File: config.mk
export PLATFORM = sky130hd
export DESIGN_NAME = premul_argb_to_yuva
export DESIGN_NICKNAME = d
export VERILOG_FILES = /design/src/rtl/core/pmy_pkg.sv /design/src/rtl/core/premul_argb_to_yuva.sv
export SDC_FILE = /design/constraint.sdc
export NUM_CORES = 2
export LEC_CHECK = 0
export ABC_AREA = 1
export BUFFER_PORTS_ARGS = -buffer_cell sky130_fd_sc_hd__buf_2
export CAP_MARGIN = 20
export CORE_ASPECT_RATIO = 2
export CORE_MARGIN = 2
export CORE_UTILIZATION = 66
export CTS_CLUSTER_DIAMETER = 200
export DETAILED_ROUTE_END_ITERATION = 10
export GPL_TIMING_DRIVEN = 0
export PLACE_DENSITY = 0.89
export SLEW_MARGIN = 20
export SYNTH_ARGS = -nofsm -noshare
export SYNTH_HDL_FRONTEND = slang
export SYNTH_SLANG_ARGS = --single-unit
File: constraint.sdc
create_clock -name clk_i -period 9.6 [get_ports clk_i]
set_input_delay 0.96 -clock clk_i [delete_from_list [all_inputs] [get_ports clk_i]]
set_output_delay 0.96 -clock clk_i [all_outputs]
set_load 0.01 [all_outputs]
File: src/rtl/core/pmy_pkg.sv
// ----------------------------------------------------------------------------
// pmy_pkg
// Shared types and constants of the premultiplied ARGB to YUVA converter.
// ----------------------------------------------------------------------------
package pmy_pkg;

  localparam int unsigned ChW           = 8;
  localparam int unsigned NumCh         = 3;
  localparam int unsigned DivW          = 2 * ChW;
  localparam int unsigned StepsPerStage = 2;
  localparam int unsigned DivStages     = ChW / StepsPerStage;

  localparam int unsigned SumW  = 20;
  localparam int unsigned MagW  = SumW - 1;
  localparam int unsigned RecW  = 19;
  localparam int unsigned ProdW = MagW + RecW;

  // floor(x / 1000) = (x * ceil(2^28 / 1000)) >> 28 for the sum range used here
  localparam int unsigned DivShift = 28;
  localparam logic [RecW-1:0] DivRecip = RecW'(268436);
  localparam int unsigned QuoW = ProdW - DivShift;

  localparam logic signed [SumW-1:0] CoefYR = SumW'(257);
  localparam logic signed [SumW-1:0] CoefYG = SumW'(504);
  localparam logic signed [SumW-1:0] CoefYB = SumW'(98);
  localparam logic signed [SumW-1:0] CoefUR = -SumW'(148);
  localparam logic signed [SumW-1:0] CoefUG = -SumW'(291);
  localparam logic signed [SumW-1:0] CoefUB = SumW'(439);
  localparam logic signed [SumW-1:0] CoefVR = SumW'(439);
  localparam logic signed [SumW-1:0] CoefVG = -SumW'(368);
  localparam logic signed [SumW-1:0] CoefVB = -SumW'(71);
  localparam logic signed [SumW-1:0] LumaOffset   = SumW'(16000);
  localparam logic signed [SumW-1:0] ChromaOffset = SumW'(128000);

  localparam logic [ChW-1:0] NeutralLuma   = ChW'(16);
  localparam logic [ChW-1:0] NeutralChroma = ChW'(128);
  localparam logic [ChW-1:0] ChMax         = '1;

  // register stages from start to done_o
  localparam int unsigned PipeDepth = DivStages + 4;

  typedef struct packed {
    logic                       zero;
    logic [ChW-1:0]             alpha;
    logic [NumCh-1:0]           sat;
    logic [NumCh-1:0][DivW-1:0] work;
  } div_stage_t;

  typedef struct packed {
    logic                  zero;
    logic [ChW-1:0]        alpha;
    logic signed [SumW-1:0] y;
    logic signed [SumW-1:0] u;
    logic signed [SumW-1:0] v;
  } sum_stage_t;

  typedef struct packed {
    logic                        zero;
    logic [ChW-1:0]              alpha;
    logic [NumCh-1:0]            neg;
    logic [NumCh-1:0][ProdW-1:0] prod;
  } prod_stage_t;

endpackage

File: src/rtl/core/premul_argb_to_yuva.sv
// ----------------------------------------------------------------------------
// premul_argb_to_yuva
// Premultiplied ARGB to BT.601 limited-range Y, Cb, Cr with alpha.
// ----------------------------------------------------------------------------
// Takes one pixel per clock: busy is never raised, so start may be held high
// every cycle. Each request gives exactly one result on done_o, in request
// order. The pipeline is the un-premultiply divider, four stages of two
// restoring steps each, followed by the matrix stage, the multiply-by-reciprocal
// stage for the divide by 1000 and the clamp into the output register. The
// receiver cannot stall: a result is shown for one cycle only.
module premul_argb_to_yuva
  import pmy_pkg::*;
(
  input  logic                 clk_i,
  input  logic                 rst_ni,
  input  logic                 start,
  output logic                 busy,
  input  logic [4*ChW-1:0]     argb_pixel_i,
  output logic                 done_o,
  output logic [ChW-1:0]       luma_o,
  output logic [ChW-1:0]       chroma_blue_o,
  output logic [ChW-1:0]       chroma_red_o,
  output logic [ChW-1:0]       alpha_out_o
);

  function automatic logic [DivW-1:0] div_step(input logic [DivW-1:0] w,
                                               input logic [ChW-1:0]  a);
    logic [ChW:0]    t;
    logic [ChW:0]    r;
    logic [DivW-1:0] res;
    t = {w[DivW-1:ChW], w[ChW-1]};
    if (t >= {1'b0, a}) begin
      r   = t - {1'b0, a};
      res = {r[ChW-1:0], w[ChW-2:0], 1'b1};
    end else begin
      res = {t[ChW-1:0], w[ChW-2:0], 1'b0};
    end
    return res;
  endfunction

  logic                 accept;
  logic [DivStages:0]   div_vld_q;
  logic [DivStages:0]   div_vld_d;
  div_stage_t           div_q [DivStages+1];
  div_stage_t           div_d [DivStages+1];
  logic                 sum_vld_q;
  sum_stage_t           sum_q;
  sum_stage_t           sum_d;
  logic                 prod_vld_q;
  prod_stage_t          prod_q;
  prod_stage_t          prod_d;
  logic                 out_vld_q;
  logic [ChW-1:0]       luma_q, cb_q, cr_q, alpha_q;
  logic [ChW-1:0]       luma_d, cb_d, cr_d, alpha_d;

  assign busy   = 1'b0;
  assign accept = start && !busy;

  // entry: scale each channel by 255 and add half alpha for rounding
  always_comb begin
    logic [ChW-1:0] a;
    logic [ChW-1:0] c;
    a = argb_pixel_i[4*ChW-1:3*ChW];
    div_d[0].zero  = (a == '0);
    div_d[0].alpha = a;
    for (int ch = 0; ch < NumCh; ch++) begin
      c = argb_pixel_i[(NumCh-ch)*ChW-1 -: ChW];
      div_d[0].sat[ch]  = (c > a);
      div_d[0].work[ch] = {c, {ChW{1'b0}}} - {{ChW{1'b0}}, c}
                          + {{(ChW+1){1'b0}}, a[ChW-1:1]};
    end
    for (int s = 1; s <= DivStages; s++) begin
      div_d[s] = div_q[s-1];
      for (int ch = 0; ch < NumCh; ch++) begin
        for (int k = 0; k < StepsPerStage; k++) begin
          div_d[s].work[ch] = div_step(div_d[s].work[ch], div_q[s-1].alpha);
        end
      end
    end
  end

  assign div_vld_d = {div_vld_q[DivStages-1:0], accept};

  // matrix
  always_comb begin
    logic signed [SumW-1:0] ch_s [NumCh];
    for (int ch = 0; ch < NumCh; ch++) begin
      ch_s[ch] = div_q[DivStages].sat[ch] ? SumW'(ChMax)
                 : SumW'(div_q[DivStages].work[ch][ChW-1:0]);
    end
    sum_d.zero  = div_q[DivStages].zero;
    sum_d.alpha = div_q[DivStages].alpha;
    sum_d.y = CoefYR * ch_s[0] + CoefYG * ch_s[1] + CoefYB * ch_s[2] + LumaOffset;
    sum_d.u = CoefUR * ch_s[0] + CoefUG * ch_s[1] + CoefUB * ch_s[2] + ChromaOffset;
    sum_d.v = CoefVR * ch_s[0] + CoefVG * ch_s[1] + CoefVB * ch_s[2] + ChromaOffset;
  end

  // divide by 1000: multiply by reciprocal
  always_comb begin
    logic signed [SumW-1:0] s [NumCh];
    s[0] = sum_q.y;
    s[1] = sum_q.u;
    s[2] = sum_q.v;
    prod_d.zero  = sum_q.zero;
    prod_d.alpha = sum_q.alpha;
    for (int ch = 0; ch < NumCh; ch++) begin
      prod_d.neg[ch]  = s[ch][SumW-1];
      prod_d.prod[ch] = ProdW'(s[ch][MagW-1:0]) * ProdW'(DivRecip);
    end
  end

  // clamp and select neutral black for zero alpha
  always_comb begin
    logic [QuoW-1:0] qv;
    logic [ChW-1:0]  res [NumCh];
    for (int ch = 0; ch < NumCh; ch++) begin
      qv = prod_q.prod[ch][ProdW-1:DivShift];
      if (prod_q.neg[ch]) begin
        res[ch] = '0;
      end else if (qv > QuoW'(ChMax)) begin
        res[ch] = ChMax;
      end else begin
        res[ch] = qv[ChW-1:0];
      end
    end
    if (prod_q.zero) begin
      luma_d = NeutralLuma;
      cb_d   = NeutralChroma;
      cr_d   = NeutralChroma;
    end else begin
      luma_d = res[0];
      cb_d   = res[1];
      cr_d   = res[2];
    end
    alpha_d = prod_q.alpha;
  end

  always_ff @(posedge clk_i or negedge rst_ni) begin
    if (!rst_ni) begin
      div_vld_q  <= '0;
      sum_vld_q  <= 1'b0;
      prod_vld_q <= 1'b0;
      out_vld_q  <= 1'b0;
    end else begin
      div_vld_q  <= div_vld_d;
      sum_vld_q  <= div_vld_q[DivStages];
      prod_vld_q <= sum_vld_q;
      out_vld_q  <= prod_vld_q;
    end
  end

  always_ff @(posedge clk_i) begin
    for (int s = 0; s <= DivStages; s++) begin
      if (div_vld_d[s]) begin
        div_q[s] <= div_d[s];
      end
    end
    if (div_vld_q[DivStages]) begin
      sum_q <= sum_d;
    end
    if (sum_vld_q) begin
      prod_q <= prod_d;
    end
    if (prod_vld_q) begin
      luma_q  <= luma_d;
      cb_q    <= cb_d;
      cr_q    <= cr_d;
      alpha_q <= alpha_d;
    end
  end

  assign done_o        = out_vld_q;
  assign luma_o        = luma_q;
  assign chroma_blue_o = cb_q;
  assign chroma_red_o  = cr_q;
  assign alpha_out_o   = alpha_q;

endmodule

==> results by stage <==
Worst setup path:
- The highest fanout seen on the critical path is 9.
- For this run, the slowest stage of the critical path takes between 0.6 and 0.7 ns.
- The number of cells on the worst reg-to-reg path is 33.
- The data required time of the critical path is around 10 ns.
- The worst setup path is launched from a register.
- The worst setup path is captured at a register.
- The master of the slowest instance on the critical path is sky130_fd_sc_hd__fa_1.
- The type of the worst setup path is reg -> reg.
- The critical path data arrival time is approximately 9.5 ns.
- The cell that appears most often on the critical path is sky130_fd_sc_hd__inv_1.

Final layout:
- In the layout the commonest cells are sky130_fd_sc_hd__nand2_1 (1,347), sky130_fd_sc_hd__inv_1 (1,286), sky130_fd_sc_hd__ha_1 (1,054).
- From synthesis to final layout, the design area changed by 6.16%.
- The final layout net count is 7,913.
- The most common cell after layout, fill and taps aside is sky130_fd_sc_hd__nand2_1.
- The fraction of layout cells with a size suffix above 1 is 4.17%.

Clocking:
- The H-tree depth is 2.
- TritonCTS built the clock tree.
- The CTS clock-pin slew for the worst setup and hold paths is about 0.07 ns.
- The clock insertion delay at the later pin of the skew report is around 0.65 ns.
- The cell sitting at the root of the clock tree is a sky130_fd_sc_hd__clkbuf_16.
- The number of gates resized after CTS was 0.
- The maximum clock insertion buffer count is 3.
- The number of buffers created by CTS is 43.
- Clock tree synthesis found a total of ~430 sinks.
- The count of hold-fix buffers inserted at cts is 0.
- After clock tree synthesis, the setup repair step added 0 buffers.

Outcome:
- The flow ran to the end, and the final reports show no timing, DRC or antenna violations.

Floorplan:
- The die covers roughly 0.084 mm^2.
- The starting density of the core is between 60% and 70%.
- In this run the count of I/O pins placed on the die edge is 69.
- In this run the horizontal extent of the chip is ~210 um.
- The placement row count is 148.
- The die span in y is between 400 and 500 um.
- The region available for standard cell placement spans between 0.08 and 0.09 mm^2.

Synth:
- The Yosys step of the flow raised 0 warnings.
- The mean instance size in the synthesized netlist is 8.55 um^2.
- The synthesized area is approximately 0.054 mm^2.
- The part of the Yosys area used for sequential elements is 23.6%.
- In this run, distinct cell masters in the synthesized netlist total 48.
- Synthesis handed over a netlist of approximately 6,300 instances.
- The synthesized design contains 425 register bits.
- Counting every net in the synthesized netlist gives about 8,000.

Global routing:
- The number of global-route vias before repair is 48,000.
- The first-pass GRT wire length is roughly 240 mm.
- Global routing used 36.9% of the available tracks.
- The initial antenna violation count is 1.
- Entering global routing, the biggest net connects 62 pins.
- After global routing the overflow that remains totals 0.

Placement:
- Detailed placement ended at an HPWL of between 100 and 150 mm.
- The number of buffer cells added on primary ports is 67.
- The final estimated routing congestion in global placement is between 0.9 and 1.

STA:
- The max-slew violation total from the final report is 0.
- The largest clock skew in the final design is 0.0438 ns.
- Of the available clock period, the critical path in the final layout requires 95.1%.
- Headroom to the max-slew limit came out at 23.0%.
- The number of failing hold endpoints at the final stage is 0.
- The setup TNS after final layout is 0 ns.
- The highest clock rate is between 100 and 150 MHz.
- The total setup violations reported at the end of the flow is 0.
- The time the final worst path needs with I/O delays and setup is between 9 and 10 ns.
- The worst-margin pin slew is about 1.1 ns.
- Setup repair after global routing left no endpoint under its margin.

Drt:
- The DRC violation count after routing is 0.
- The routed via count is around 44,000.
- The detailed-router iteration count before antenna repair is 6.
- The number of vias per cell is slightly below 6.
- The first routing iteration left around 2,200 violations.
- Dividing the detail-routed wire length by the instance count gives approximately 20 um.
- After detailed routing, the total wire length is approximately 150 mm.
- The number of nets still failing antenna checks after routing is 0.

Job:
- The tool flagged a number of max-cap violations equal to 0.

Hold path:
- The path class of the tightest hold or removal check is in -> async.
-- cells in the mapped netlist (all sizes together) --
cell type,instances,area share [%]
a21oi,315,2.9
nand2b,1,0.012
o21ai,169,1.7
nand3,290,2.7
nor3,55,0.54
dfrtp,8,0.37
o2111ai,2,0.033
inv,1295,9.0
o211ai,8,0.11
xnor2,63,1.0
clkbuf,4,0.028
or2,24,0.28
nand3b,26,0.36
nor3b,1,0.014
edfxtp,417,23
ha,1054,25
and3,1,0.012
clkinv,1,0.0070
xor2,143,2.3
a21o,34,0.47
and2,2,0.023
nand4,82,0.95
o21a,5,0.070
buf,6,0.081
fa,411,15
o31ai,3,0.042
a21boi,15,0.21
nor2,421,3.1
nand2,1380,9.8
conb,1,0.0070
nor4b,1,0.016
a211oi,4,0.056
o21bai,27,0.38
a31oi,12,0.14
nor4,13,0.15
-- registers in the layout (all words and copies together), names as in the netlist --
name and count:
done_o 1, sum_q 57, prod_d 11, alpha_out_o 8, div_vld_q 5, chroma_blue_o 8, alpha_d 8, div_q 276
luma_o 8, prod_vld_q 1, chroma_red_o 8, prod_q 33, sum_vld_q 1
-- routing by layer --
layer  up-vias  track usage [%]  wire length, um
li1      20600                -                -
met1     20600             27.9            40700
met2      1784             68.4            79400
met3      1111             7.38             7570
met4         2             44.1            22500
met5         -                0                8
-- area by class of cell --
| cell class | count | area (um^2) |
|---|---|---|
| antenna | 1 | 2.50 |
| buffer | 10 | 58.8 |
| clock buffer | 54 | 1160 |
| clock inverter | 26 | 287 |
| fill | 6043 | 24000 |
| inverter | 1296 | 4860 |
| multi-input combinational | 4563 | 36200 |
| sequential | 425 | 12700 |
| tap | 1050 | 1310 |
| timing repair buffer | 74 | 493 |
-- stage by stage --
stage	util, %	hold WS [ns]	instances	area, um^2	setup WS, ns
6_report	70.4	0.200	7499	57100	0.466
5_1_grt	70.4	0.199	7498	57100	0.0130
4_1_cts	70.4	0.206	7498	57100	0.381
3_5_place_dp	68.6	0.405	7418	55600	0.429
3_3_place_gp	68.4	0.400	7411	55500	0.566
2_1_floorplan	-	0.400	6294	53800	1.80
-- final timing paths --
| path | start | endpoint | slack (ns) |
|---|---|---|---|
| worst max-delay path | div_q[0][288] | prod_d[115] | 0.47 |
| worst min-delay path | rst_ni | done_o | 0.20 |
| worst max register to register | div_q[0][288] | prod_d[115] | 0.47 |
| worst min register to register | div_q[0][121] | div_q[0][183] | 0.39 |
| max in group asynchronous | rst_ni | div_vld_q[0] | 9.11 |
| min in group clk_i | div_q[0][121] | div_q[0][183] | 0.39 |
-- logic make-up (layout without fill, tap and decap cells) --
kind of cell	count (synthesis)	count (layout)	share of synthesized area (%)
AOI/OAI and AO/OA	594	594	6.15
xor gates and xnor gates	206	206	3.35
adders and majority gates	1465	1465	39.8
buffers and inverters	1306	1460	9.15
DFF	425	425	23.6
other	1	2	0.00697
and+or+nand+nor	2297	2297	17.9
-- worst max-delay path: cells and delay by family (launching register included) --
family / cells / cell delay [ns]
adder cells (fa/ha/maj): 10 / 5.01
XOR/XNOR: 1 / 0.31
buffers and inverters: 9 / 1.28
AND/OR/NAND/NOR: 13 / 1.96
flip-flops: 1 / 0.36
Power is left out: the tool's default activity adds up to more than one toggle a clock period on the data nets, which glitch-free logic cannot reach.
